<file path="src/rtl/core/acrt_pkg.sv">
`timescale 1ns / 1ps
// ----------------------------------------------------------------------------
// acrt_pkg
// shared types and constants of the audio cpu register space and timers
// ----------------------------------------------------------------------------
package acrt_pkg;

   localparam int RAM_DEPTH      = 65536;
   localparam int RAM_ADDR_W     = 16;
   localparam int BOOT_ROM_BYTES = 64;
   localparam int NUM_TIMERS     = 3;
   localparam int NUM_IN_PORTS   = 6;

   typedef enum logic [1:0] {
      OP_READ  = 2'd0,
      OP_WRITE = 2'd1,
      OP_TICK  = 2'd2,
      OP_HOST  = 2'd3
   } op_type;

   localparam logic [15:0] ROM_BASE      = 16'hFFC0;
   localparam logic [7:0]  REG_CONTROL   = 8'hF1;
   localparam logic [7:0]  REG_DSP_INDEX = 8'hF2;
   localparam logic [7:0]  REG_DSP_DATA  = 8'hF3;
   localparam logic [7:0]  REG_PORT0     = 8'hF4;
   localparam logic [7:0]  REG_PORT3     = 8'hF7;
   localparam logic [7:0]  REG_PORT4     = 8'hF8;
   localparam logic [7:0]  REG_PORT5     = 8'hF9;
   localparam logic [7:0]  REG_TARGET0   = 8'hFA;
   localparam logic [7:0]  REG_TARGET2   = 8'hFC;
   localparam logic [7:0]  REG_COUNT0    = 8'hFD;
   localparam logic [7:0]  REG_COUNT2    = 8'hFF;

   localparam logic [7:0] BOOT_IMAGE [BOOT_ROM_BYTES] = '{
      8'hcd, 8'hef, 8'hbd, 8'h20, 8'he8, 8'h00, 8'hc6, 8'h1d,
      8'hd0, 8'hfc, 8'hc6, 8'h8f, 8'haa, 8'hf4, 8'h8f, 8'hbb,
      8'hf5, 8'he8, 8'hcc, 8'h2e, 8'hf4, 8'hfd, 8'hba, 8'hf6,
      8'hda, 8'h00, 8'he4, 8'hf4, 8'hc4, 8'hf4, 8'he4, 8'hf5,
      8'hf0, 8'h19, 8'h8d, 8'h00, 8'he4, 8'hf4, 8'hd0, 8'hfc,
      8'he4, 8'hf5, 8'hd7, 8'h00, 8'hcb, 8'hf4, 8'hfc, 8'hd0,
      8'h02, 8'hab, 8'h01, 8'h7e, 8'hf4, 8'hf0, 8'hf1, 8'h10,
      8'hfa, 8'h2f, 8'hdb, 8'h1f, 8'h00, 8'h00, 8'hc0, 8'hff
   };

   // one result before the ram byte is merged in
   typedef struct packed {
      logic       from_ram;
      logic [7:0] read_data;
      logic       dsp_read_strobe;
      logic       dsp_write_strobe;
      logic [6:0] dsp_register;
      logic [7:0] dsp_write_value;
      logic       port_out_strobe;
      logic [1:0] port_out_index;
      logic [7:0] port_out_value;
   } resp_type;

endpackage

</file>
<file path="src/rtl/core/acrt_regs.sv">
`timescale 1ns / 1ps
// ----------------------------------------------------------------------------
// acrt_regs
// i/o registers, host ports, boot rom overlay and the three timers
// ----------------------------------------------------------------------------
module acrt_regs #(
   parameter int SLOW_PRESCALE = 128,
   parameter int FAST_PRESCALE = 16
) (
   input  logic                      clock,
   input  logic                      reset,
   input  logic                      en,
   input  acrt_pkg::op_type          op,
   input  logic [15:0]               address,
   input  logic [7:0]                data,
   input  logic [7:0]                dsp_return,
   output acrt_pkg::resp_type        resp
);

   logic       rom_visible_ff, rom_visible_in;
   logic [7:0] dsp_index_ff, dsp_index_in;
   logic [7:0] in_port_ff [acrt_pkg::NUM_IN_PORTS];
   logic [7:0] in_port_in [acrt_pkg::NUM_IN_PORTS];
   logic [7:0] prescale_ff [acrt_pkg::NUM_TIMERS];
   logic [7:0] prescale_in [acrt_pkg::NUM_TIMERS];
   logic [7:0] divider_ff  [acrt_pkg::NUM_TIMERS];
   logic [7:0] divider_in  [acrt_pkg::NUM_TIMERS];
   logic [7:0] target_ff   [acrt_pkg::NUM_TIMERS];
   logic [7:0] target_in   [acrt_pkg::NUM_TIMERS];
   logic [3:0] count_ff    [acrt_pkg::NUM_TIMERS];
   logic [3:0] count_in    [acrt_pkg::NUM_TIMERS];
   logic [2:0] timer_on_ff, timer_on_in;

   logic       io_hit;
   logic [7:0] reg_low;
   logic [2:0] port_idx;
   logic [1:0] count_idx;
   logic [1:0] target_idx;
   logic [7:0] step;

   assign io_hit     = (address[15:8] == 8'h00) && (address[7:4] == 4'hF);
   assign reg_low    = address[7:0];
   assign port_idx   = 3'(reg_low - acrt_pkg::REG_PORT0);
   assign count_idx  = 2'(reg_low - acrt_pkg::REG_COUNT0);
   assign target_idx = 2'(reg_low - acrt_pkg::REG_TARGET0);

   always_comb begin
      rom_visible_in = rom_visible_ff;
      dsp_index_in   = dsp_index_ff;
      timer_on_in    = timer_on_ff;
      in_port_in     = in_port_ff;
      prescale_in    = prescale_ff;
      divider_in     = divider_ff;
      target_in      = target_ff;
      count_in       = count_ff;
      resp           = '0;
      step           = '0;

      unique case (op)
         acrt_pkg::OP_READ: begin
            if (io_hit) begin
               unique case (reg_low) inside
                  acrt_pkg::REG_DSP_INDEX: begin
                     resp.read_data = dsp_index_ff;
                  end
                  acrt_pkg::REG_DSP_DATA: begin
                     resp.read_data       = dsp_return;
                     resp.dsp_read_strobe = 1'b1;
                     resp.dsp_register    = dsp_index_ff[6:0];
                  end
                  [acrt_pkg::REG_PORT0:acrt_pkg::REG_PORT5]: begin
                     resp.read_data = in_port_ff[port_idx];
                  end
                  [acrt_pkg::REG_COUNT0:acrt_pkg::REG_COUNT2]: begin
                     resp.read_data       = {4'h0, count_ff[count_idx]};
                     count_in[count_idx]  = 4'h0;
                  end
                  default: begin
                     resp.read_data = 8'h00;
                  end
               endcase
            end else if (rom_visible_ff && (address >= acrt_pkg::ROM_BASE)) begin
               resp.read_data = acrt_pkg::BOOT_IMAGE[address[5:0]];
            end else begin
               resp.from_ram = 1'b1;
            end
         end
         acrt_pkg::OP_WRITE: begin
            if (io_hit) begin
               unique case (reg_low) inside
                  acrt_pkg::REG_CONTROL: begin
                     for (int t = 0; t < acrt_pkg::NUM_TIMERS; t++) begin
                        if (!timer_on_ff[t] && data[t]) begin
                           divider_in[t] = 8'h00;
                           count_in[t]   = 4'h0;
                        end
                     end
                     timer_on_in = data[2:0];
                     if (data[4]) begin
                        in_port_in[0] = 8'h00;
                        in_port_in[1] = 8'h00;
                     end
                     if (data[5]) begin
                        in_port_in[2] = 8'h00;
                        in_port_in[3] = 8'h00;
                     end
                     rom_visible_in = data[7];
                  end
                  acrt_pkg::REG_DSP_INDEX: begin
                     dsp_index_in = data;
                  end
                  acrt_pkg::REG_DSP_DATA: begin
                     if (!dsp_index_ff[7]) begin
                        resp.dsp_write_strobe = 1'b1;
                        resp.dsp_register     = dsp_index_ff[6:0];
                        resp.dsp_write_value  = data;
                     end
                  end
                  [acrt_pkg::REG_PORT0:acrt_pkg::REG_PORT3]: begin
                     resp.port_out_strobe = 1'b1;
                     resp.port_out_index  = port_idx[1:0];
                     resp.port_out_value  = data;
                  end
                  acrt_pkg::REG_PORT4, acrt_pkg::REG_PORT5: begin
                     in_port_in[port_idx] = data;
                  end
                  [acrt_pkg::REG_TARGET0:acrt_pkg::REG_TARGET2]: begin
                     target_in[target_idx] = data;
                  end
                  default: begin
                     resp.read_data = 8'h00;
                  end
               endcase
            end
         end
         acrt_pkg::OP_TICK: begin
            for (int t = 0; t < acrt_pkg::NUM_TIMERS; t++) begin
               if (prescale_ff[t] == 8'h00) begin
                  prescale_in[t] = (t == 2) ? 8'(FAST_PRESCALE - 1) : 8'(SLOW_PRESCALE - 1);
                  if (timer_on_ff[t]) begin
                     step = divider_ff[t] + 8'h01;
                     if (step == target_ff[t]) begin
                        divider_in[t] = 8'h00;
                        count_in[t]   = count_ff[t] + 4'h1;
                     end else begin
                        divider_in[t] = step;
                     end
                  end
               end else begin
                  prescale_in[t] = prescale_ff[t] - 8'h01;
               end
            end
         end
         acrt_pkg::OP_HOST: begin
            in_port_in[{1'b0, address[1:0]}] = data;
         end
         default: begin
            resp = '0;
         end
      endcase
   end

   always_ff @(posedge clock) begin
      if (reset) begin
         rom_visible_ff <= 1'b1;
         dsp_index_ff   <= '0;
         timer_on_ff    <= '0;
         for (int i = 0; i < acrt_pkg::NUM_IN_PORTS; i++) begin
            in_port_ff[i] <= '0;
         end
         for (int t = 0; t < acrt_pkg::NUM_TIMERS; t++) begin
            prescale_ff[t] <= '0;
            divider_ff[t]  <= '0;
            target_ff[t]   <= '0;
            count_ff[t]    <= '0;
         end
      end else if (en) begin
         rom_visible_ff <= rom_visible_in;
         dsp_index_ff   <= dsp_index_in;
         timer_on_ff    <= timer_on_in;
         in_port_ff     <= in_port_in;
         prescale_ff    <= prescale_in;
         divider_ff     <= divider_in;
         target_ff      <= target_in;
         count_ff       <= count_in;
      end
   end

endmodule
</file>
<file path="config.mk">
export PLATFORM = sky130hd
export DESIGN_NAME = acrt_regs
export DESIGN_NICKNAME = d
export VERILOG_FILES = /design/src/rtl/core/acrt_pkg.sv /design/src/rtl/core/acrt_regs.sv
export SDC_FILE = /design/constraint.sdc
export NUM_CORES = 1
export LEC_CHECK = 0
export ABC_AREA = 0
export BUFFER_PORTS_ARGS = -buffer_cell sky130_fd_sc_hd__buf_2
export CORE_UTILIZATION = 42
export CTS_BUF_LIST = sky130_fd_sc_hd__clkbuf_4 sky130_fd_sc_hd__clkbuf_8
export CTS_CLUSTER_SIZE = 8
export DETAILED_ROUTE_END_ITERATION = 10
export HOLD_SLACK_MARGIN = 0.03
export PLACE_DENSITY_LB_ADDON = 0.15
export SKIP_LAST_GASP = 1
export SYNTH_ARGS = -nofsm -noshare
export SYNTH_HDL_FRONTEND = slang
export SYNTH_SLANG_ARGS = --single-unit
</file>
<file path="constraint.sdc">
create_clock -name clock -period 3.4 [get_ports clock]
set_input_delay 0.17 -clock clock [delete_from_list [all_inputs] [get_ports clock]]
set_output_delay 0.17 -clock clock [all_outputs]
set_load 0.01 [all_outputs]
</file>
==> results of run 1 <==
==> registers in the layout (all words and copies together) (netlist names) <==
signal	count
count_ff	12
divider_ff	24
dsp_index_ff	8
in_port_ff	48
prescale_ff	24
rom_visible_ff	1
target_ff	24
timer_on_ff	3
==> layout by cell type, fill, tap and decap left out, types with 13 or more instances in the layout <==
| master | synthesis | routed |
|---|---|---|
| dfxtp_1 | 144 | 144 |
| nor2_1 | 122 | 122 |
| nand2_1 | 122 | 122 |
| buf_2 | 17 | 72 |
| a21oi_1 | 71 | 71 |
| mux2i_1 | 64 | 64 |
| o21ai_0 | 43 | 43 |
| and2_1 | 36 | 36 |
| inv_1 | 34 | 34 |
| nand3_1 | 34 | 34 |
| buf_4 | 1 | 33 |
| and3_1 | 28 | 28 |
| xnor2_1 | 28 | 28 |
| nand4_1 | 27 | 27 |
| ha_1 | 23 | 23 |
| a22oi_1 | 20 | 20 |
| nor3_1 | 17 | 17 |
| clkbuf_8 | 4 | 17 |
| xor2_1 | 15 | 15 |
| nand2b_1 | 13 | 13 |
| or3_1 | 13 | 13 |
==> tightest hold or removal path, stage by stage <==
cell,delay (ns)
buf_2,0.22
nand2_1,0.10
a21oi_1,0.05
==> routing by layer <==
layer  vias up  GRT usage (%)
met5         -              0
met4         0           7.30
met3        38           4.13
met2       284           37.3
met1      4068           36.3
li1       4195              -
==> power breakdown <==
part	leakage [µW]	switching (µW)	internal (µW)
clock	0.000193	812	555
sequential	0.00116	24.0	1710
combinational	0.00250	335	181
==> cell families (layout without fill, tap and decap cells) <==
group,count (synthesis),in the layout
AND/OR/NAND/NOR,478,478
adder cells (fa/ha/maj),23,23
flip-flops,144,144
buffers and inverters,121,173
AO/OA/AOI/OAI,251,251
XOR/XNOR,43,43
multiplexers,84,84
==> per-stage QoR <==
step	util (%)	area (µm²)	total power, µW	hold WS [ns]
after global placement	45.3	9890	2290	0.455
after detailed placement	45.3	9890	2280	0.458
final	47.2	10300	3620	0.143
after CTS	47.2	10300	3650	0.112
after floorplan	-	9340	2130	0.430
after global routing	47.2	10300	3790	0.119
==> cells in the mapped netlist (5+ instances only) <==
library cell  number
a211oi_1           8
a21boi_0          11
nand2_1          122
o21ai_0           43
nor3_1            17
mux4_2            11
and3_1            28
dfxtp_1          144
nor2b_1           12
a211o_1            5
nor3b_1            5
a21oi_1           71
xor2_1            15
nand3_1           34
xnor2_1           28
inv_1             34
a21o_1             6
mux2i_1           64
buf_1              5
a31oi_1            9
nor4_1            12
or4_1              6
nor2_1           122
ha_1              23
o211ai_1          10
nand2b_1          13
or3_1             13
nand4_1           27
nor4b_1            5
buf_2             17
o22ai_1           10
clkbuf_1          56
and2_1            36
a22oi_1           20
o21a_1             5
mux2_2             9
==> area by class of cell <==
type | count | area, µm²
fillers | 2176 | 11500
multi-input cells | 879 | 5910
flip-flops and latches | 144 | 2880
repair buffers | 105 | 608
well taps | 280 | 350
clock buffers | 17 | 234
clock inverters | 15 | 170
inverters | 36 | 135
==> how the worst max path moves through the flow <==
stage	endpoint	cells after the start	slack (ns)	startpoint
2_1_floorplan	in_port_ff[27]$_SDFFE_PP0P_	10	0.70	address[0]
3_3_place_gp	resp[33]	9	0.42	address[0]
3_5_place_dp	resp[33]	9	0.35	address[0]
4_1_cts	resp[33]	9	0.36	address[0]
5_1_grt	resp[30]	9	0.16	address[0]
6_report	resp[33]	9	0.34	address[0]
==> results_dict.tcl, run 1 <==
set metrics [dict create \
    status "finished, final reports clean" \
    io_buffers 73 \
    slew_violations 0 \
    pin_count 74 \
    drtIter0Drc 693 \
    async_reset_ff_share_pct 0 \
    yosys.area_share.simple_pct 26.5 \
    synth_top_family_by_area "simple AND/OR/NAND/NOR gates" \
    grt_max_degree 53 \
    setup-tns-final_ns 0 \
    rows 54 \
    wl_met2_um 12200 \
    min_period_ns 3.06 \
    yosysWarningCount 0 \
    whs_endpoint "target_ff[17]$_SDFFE_PP0P_" \
    antenna_found_initial 0 \
    r2r_end "count_ff[5]$_SDFFE_PP0P_" \
    grt_pass1_vias 7737 \
    dpl.hpwl_um 20000 \
    dp.cells 1444 \
    rsz0062_at_grt "no" \
    worstPathRequired_ns 3.23 \
    root_buffer "clkbuf_8" \
    synthAdderAreaFrac_pct 3.08 \
    finalNetCount 1243 \
    cp-end-kind "output port" \
    clkSlewWorstSetupHoldPaths_ns 0.09 \
    yosysSeqAreaShare_pct 30.9 \
    reg2reg_slack_ns 0.70 \
    via_count 8585 \
    cp_top_family "compound AO/OA/AOI/OAI gates" \
    synth_cell_types 86 \
    syn_nets 1204 \
    fp.dieArea_um2 22800 \
    die_x_um 151 \
    maxSlewHeadroom_pct 38.8 \
    fin_crit_sh_pct 89.9 \
    reg2reg_from "divider_ff[8]$_SDFFE_PP0P_" \
    hp-class "primary input to flop" \
    peakVddDrop_uv 187 \
    clock_skew_ns 0.0113 \
    grtUsageTotal_pct 24.9 \
    synth-seq-cells 144 \
    hp-start "data[1]" \
    postSynthCellCount 1144 \
    wl_met3_um 1660 \
    core_um2 21800 \
    synth_area_leaders "dfxtp_1 31%, mux2i_1 6.9%, nand2_1 4.9%" \
    cp_cell_sequence "buf_2 > ha_1 > inv_1 > nor3_2 > a22oi_1 > o22ai_1 > nand2_1 > a21boi_0 > buf_2" \
    dr.pass1.iters 6 \
    drv_cap 0 \
    synth_ff_type "dfxtp_1" \
    cts_buffers 17 \
    fin_cells 1476 \
    cp.arrival_ns 2.89 \
    holdBufCountCts 0 \
    pre_cts_slack_ns 0.351 \
    start_kind "primary input" \
    drt-met1-wl_um 13600 \
    critPathBufInv 3 \
    fin_ws_ns 0.345 \
    gp_routability_congestion 0.967 \
    avgSynthCellArea_um2 8.16 \
    worstPathMaxFanout 20 \
    hold_viol 0 \
    die_h_um 151 \
    reg2reg_depth 7 \
    max_freq_ghz 0.327 \
    synth_edf_count 0 \
    cts.sinks 144 \
    yosys.area.top_type "dfxtp_1" \
    maxUsedRoutingLayer "met4" \
    grt_pass1_wl_um 43500 \
    syn_area_um2 9340 \
    start_util_pct 42.8 \
    area_delta_synth_final_pct 10.2 \
    ant_nets 0 \
    cts_setup_buffers 0 \
    drc 0 \
    cts_max_level 4 \
    overflow 0 \
    crit_slowest_cell "ha_1" \
    insertedDiodeCount 0 \
    worstSkewPairLatency_ns 0.45 \
    cts_tree "built" \
    synth.area.mux_share_pct 10.6 \
    post_cts_resized 0 \
    routedWlPerCell_um 19.0 \
    synth_xor_xnor_area_share_pct 4.03 \
    max_slew.worst_pin.slew_ns 0.917 \
    criticalPathCategory "primary input to output port" \
    cp_common_cell "buf_2" \
    p_leak_uw 0.00386 \
    synth_compound_area_share_pct 19.1 \
    worstHoldPathCells 3 \
    cts.path.max_buffers 2 \
    drt_wl_total_um 28000 \
    viasPerCell 5.82 \
    setup_viol 0 \
    layout-drive-gt1-share_pct 15.3 \
    synth.top_cell.area_share_pct 30.9 \
    cellPowerDensity_nw_per_um2 352 \
    slowest_delay_ns 0.58 \
]
Note: power is estimated with default switching activity, not from simulation.
==> run 2: changes to the inputs <==
- RECOVER_POWER: unset -> 100
==> run 2 against run 1 <==
Combinational power fell by 4.1%. Maximum frequency fell by 4.1%. Clock skew fell by 0.0020 ns. Via count fell by 0.49%.
==> results_dict.tcl, run 2 (synthesis results as in run 1) <==
set metrics [dict create \
    whs_endpoint "target_ff[22]$_SDFFE_PP0P_" \
    pre_cts_slack_ns 0.351 \
    cp_cell_sequence "or4_1 > nor4b_1 > a32o_2 > o2111ai_1 > o21ai_1 > a2bb2o_1" \
    layout-drive-gt1-share_pct 11.7 \
    reg2reg_depth 6 \
    hold_viol 0 \
    maxSlewHeadroom_pct 25.2 \
    worstPathRequired_ns 3.75 \
    cp.arrival_ns 3.54 \
    criticalPathCategory "flop to flop" \
    drv_cap 0 \
    finalNetCount 1243 \
    routedWlPerCell_um 19.0 \
    hp-class "primary input to flop" \
    drc 0 \
    worstHoldPathCells 3 \
    slew_violations 0 \
    grtUsageTotal_pct 24.9 \
    setup_viol 0 \
    cts_max_level 4 \
    cts_tree "built" \
    viasPerCell 5.79 \
    largest-register "in_port_ff" \
    root_buffer "clkbuf_8" \
    reg2reg_from "prescale_ff[11]$_SDFFE_PP0P_" \
    via_count 8543 \
    worstPathMaxFanout 6 \
    peakVddDrop_uv 190 \
    die_x_um 151 \
    cts_buffers 17 \
    cellPowerDensity_nw_per_um2 355 \
    cts.path.max_buffers 2 \
    largest_reg_flops 48 \
    die_h_um 151 \
    reg2reg_slack_ns 0.21 \
    final_cell_mix "144 x dfxtp_1, 122 x nor2_1, 122 x nand2_1, 71 x a21oi_1, 64 x mux2i_1" \
    gp_routability_congestion 0.967 \
    grt_pass1_vias 7737 \
    status "finished, final reports clean" \
    r2r_end "count_ff[5]$_SDFFE_PP0P_" \
    overflow 0 \
    grt_max_degree 53 \
    slowest_delay_ns 0.96 \
    drtIter0Drc 684 \
    clkSlewWorstSetupHoldPaths_ns 0.10 \
    grt_pass1_wl_um 43500 \
    fp.dieArea_um2 22800 \
    worstSkewPairLatency_ns 0.45 \
    core_um2 21800 \
    final_util_pct 46.4 \
    crit_slowest_cell "nor4b_1" \
    rows 54 \
    pin_count 74 \
    final_common_cell "dfxtp_1" \
    clock_skew_ns 0.00927 \
    hp-start "data[6]" \
    cts.sinks 144 \
    drt_wl_total_um 28000 \
    start_util_pct 42.8 \
    start_kind "flop" \
    ant_nets 0 \
    max_freq_ghz 0.314 \
    min_period_ns 3.19 \
    max_slew.worst_pin.slew_ns 1.11 \
    fin_ws_ns 0.215 \
    antenna_found_initial 0 \
    dpl.hpwl_um 20000 \
    cp-end-kind "flop" \
    insertedDiodeCount 0 \
    holdBufCountCts 0 \
    io_buffers 73 \
    cts_setup_buffers 0 \
    post_cts_resized 0 \
    area_delta_synth_final_pct 8.55 \
    rsz0062_at_grt "no" \
    setup-tns-final_ns 0 \
    dr.pass1.iters 5 \
    fin_crit_sh_pct 93.7 \
    p_leak_uw 0.00367 \
]
-- run 2: changes by cell type in the layout (fill, tap and decap cells not counted), sizes merged --
cell	before	now
clkbuf	17	53
buf	105	69
-- run 2: area by class of cell --
cell class	count	area, µm²
clock inverters	15	170
repair buffers	105	536
inverters	36	135
flip-flops and latches	144	2880
clock buffers	17	234
fillers	2216	11700
well taps	280	350
multi-input cells	879	5830
-- run 2: critical path: cells and delay by family, from the launching register on --
family	cells	cell delay, ns
AO/OA/AOI/OAI	4	1.22
flip-flops	1	0.35
AND/OR/NAND/NOR	2	1.52
-- run 2: worst max path at each step --
stage                            startpoint                     endpoint  depth (start not counted)
2_1_floorplan                    address[0]  in_port_ff[27]$_SDFFE_PP0P_                         10
3_3_place_gp                     address[0]                     resp[33]                          9
3_5_place_dp                     address[0]                     resp[33]                          9
4_1_cts                          address[0]                     resp[33]                          9
5_1_grt                          address[0]                     resp[30]                          9
6_report       prescale_ff[11]$_SDFFE_PP0P_     count_ff[5]$_SDFFE_PP0P_                          6
-- run 2: power breakdown --
part | total (µW) | leakage, µW | switching, µW | internal, µW
logic | 496 | 0.00232 | 329 | 167
clock network | 1370 | 0.000193 | 811 | 555
registers | 1730 | 0.00116 | 23.0 | 1710
total | 3600 | 0.00367 | 1160 | 2430
-- run 2: per-stage QoR --
step | total power, µW | hold slack, ns | cell area (µm²) | instances
6_report | 3600 | 0.141 | 10100 | 1476
5_1_grt | 3770 | 0.119 | 10100 | 1476
4_1_cts | 3650 | 0.112 | 10300 | 1476
3_5_place_dp | 2280 | 0.458 | 9890 | 1444
3_3_place_gp | 2290 | 0.455 | 9890 | 1444
2_1_floorplan | 2130 | 0.430 | 9340 | 1144
-- run 2: metal layers --
metal / wire length (µm) / part of all wire (%) / global-route usage, %
met1: 13600 / 49 / 36.3
met3: 1670 / 6.0 / 4.13
met4: 537 / 1.9 / 7.30
met5: 0 / 0 / 0
met2: 12200 / 44 / 37.3
==> run 3: changes to the inputs <==
- GPL_TIMING_DRIVEN: unset -> 0
==> run 3 against run 2 <==
Register-to-register slack improved by 0.05 ns. Cell area rose by 2.0%. Global-route usage rose by 1.7 points. Combinational power rose by 6.2%. Core utilization rose by 0.95 points. Cell count rose by 3.2%. Sequential share of layout area fell by 0.57 points. Sequential cell count did not move. Routed wire length rose by 8.4%. Non-clock buffer count rose by 47. Sequential power barely moved. Hold slack got worse by 0.064 ns. Critical path type is now primary input to flop. Largest cell class unchanged.
==> results_dict.tcl, run 3 (synthesis results as in run 1) <==
set metrics [dict create \
    status "finished, final reports clean" \
    grt_max_degree 18 \
    max_freq_ghz 0.311 \
    peakVddDrop_uv 168 \
    cp.arrival_ns 3.56 \
    dpl_cell_area_um2 10000 \
    rows 54 \
    gp_routability_congestion 0.955 \
    drtIter0Drc 808 \
    viasPerCell 5.90 \
    cts_tree "built" \
    fin_crit_sh_pct 94.6 \
    largest-register "in_port_ff" \
    rsz0062_at_grt "no" \
    worstPathRequired_ns 3.74 \
    cellPowerDensity_nw_per_um2 367 \
    io_buffers 69 \
    drc 0 \
    clkSlewWorstSetupHoldPaths_ns 0.11 \
    hold_viol 0 \
    start_kind "primary input" \
    finalNetCount 1290 \
    die_x_um 151 \
    cts.sinks 144 \
    grtUsageTotal_pct 26.6 \
    core_um2 21800 \
    antenna_found_initial 0 \
    start_util_pct 42.8 \
    cts_max_level 4 \
    root_buffer "clkbuf_8" \
    dpl.hpwl_um 22400 \
    min_period_ns 3.22 \
    dp.cells 1493 \
    cts_buffers 17 \
    final_common_cell "dfxtp_1" \
    worstSkewPairLatency_ns 0.47 \
    dr.pass1.iters 5 \
    grt_pass1_vias 8011 \
    cp-end-kind "flop" \
    criticalPathCategory "primary input to flop" \
    grt_pass1_wl_um 45800 \
    via_count 8989 \
    maxSlewHeadroom_pct 14.6 \
    setup-tns-final_ns 0 \
    total_power_uw 3790 \
    fin_area_um2 10300 \
    clock_skew_ns 0.0188 \
    worstPathMaxFanout 16 \
    fin_cells 1523 \
    overflow 0 \
    die_h_um 151 \
    p_leak_uw 0.00374 \
    drt_wl_total_um 30300 \
    routedWlPerCell_um 19.9 \
    slew_violations 0 \
    max_slew.worst_pin.slew_ns 1.27 \
    setup_viol 0 \
    fp.dieArea_um2 22800 \
    hp-class "primary input to flop" \
    drv_cap 0 \
    insertedDiodeCount 0 \
    final_cell_mix "144 x dfxtp_1, 122 x nor2_1, 122 x nand2_1, 83 x clkbuf_1, 71 x a21oi_1" \
    pin_count 74 \
    area_delta_synth_final_pct 10.8 \
    layout-drive-gt1-share_pct 11.0 \
    cts.path.max_buffers 2 \
    holdBufCountCts 0 \
    ant_nets 0 \
    largest_reg_flops 48 \
]
==> run 3: final timing paths <==
kind                                     start                           to  slack [ns]  cells past startpoint
hold / removal                         data[6]  in_port_ff[30]$_SDFFE_PP0P_        0.08                      4
setup / recovery                    address[1]  in_port_ff[46]$_SDFFE_PP0P_        0.18                     10
setup reg to reg  prescale_ff[11]$_SDFFE_PP0P_     count_ff[5]$_SDFFE_PP0P_        0.26                      6
hold reg to reg      target_ff[8]$_SDFFE_PP0P_    target_ff[8]$_SDFFE_PP0P_        0.47                      2
==> run 3: final cells by class <==
cell class / count / area [µm²]
multi-input combinational: 879 / 5820
inverter: 36 / 136
tap: 280 / 350
sequential: 144 / 2880
clock inverter: 15 / 218
timing repair buffer: 69 / 317
buffer: 83 / 385
fill: 2218 / 11500
clock buffer: 17 / 234
==> run 3: power breakdown <==
part / internal (µW) / switching (µW)
clock: 703 / 829
combinational: 176 / 351
sequential: 1710 / 23.2
total: 2590 / 1200
==> run 3: per-stage QoR <==
stage	utilization (%)	setup slack [ns]	hold slack, ns
after global placement	46.0	-0.307	0.453
final	47.4	0.185	0.0775
after floorplan	-	0.698	0.430
after global routing	47.4	0.0514	0.0962
after detailed placement	46.0	-0.329	0.460
after CTS	48.0	0.310	0.0600
==> run 3: critical path, stage by stage <==
cell       delay, ns
clkbuf_2        0.30
inv_1           0.38
ha_1            0.21
clkbuf_1        0.37
nand2_1         0.31
a21oi_1         0.26
a31oi_2         0.26
a2111oi_4       0.96
mux2i_1         0.27
nor2_1          0.05
==> run 3: timing repair <==
item / CTS / global route
setup buffers: 0 / 0
setup endpoints to repair: 5 / 0
gates resized for setup: 1 / 0
==> run 3: routing by layer <==
layer,vias up,track usage [%],share of wire (%)
met1,4299,38.2,47
met2,363,40.5,44
met5,-,0,0
met3,29,5.09,7.6
li1,4298,-,-
met4,0,7.00,1.5
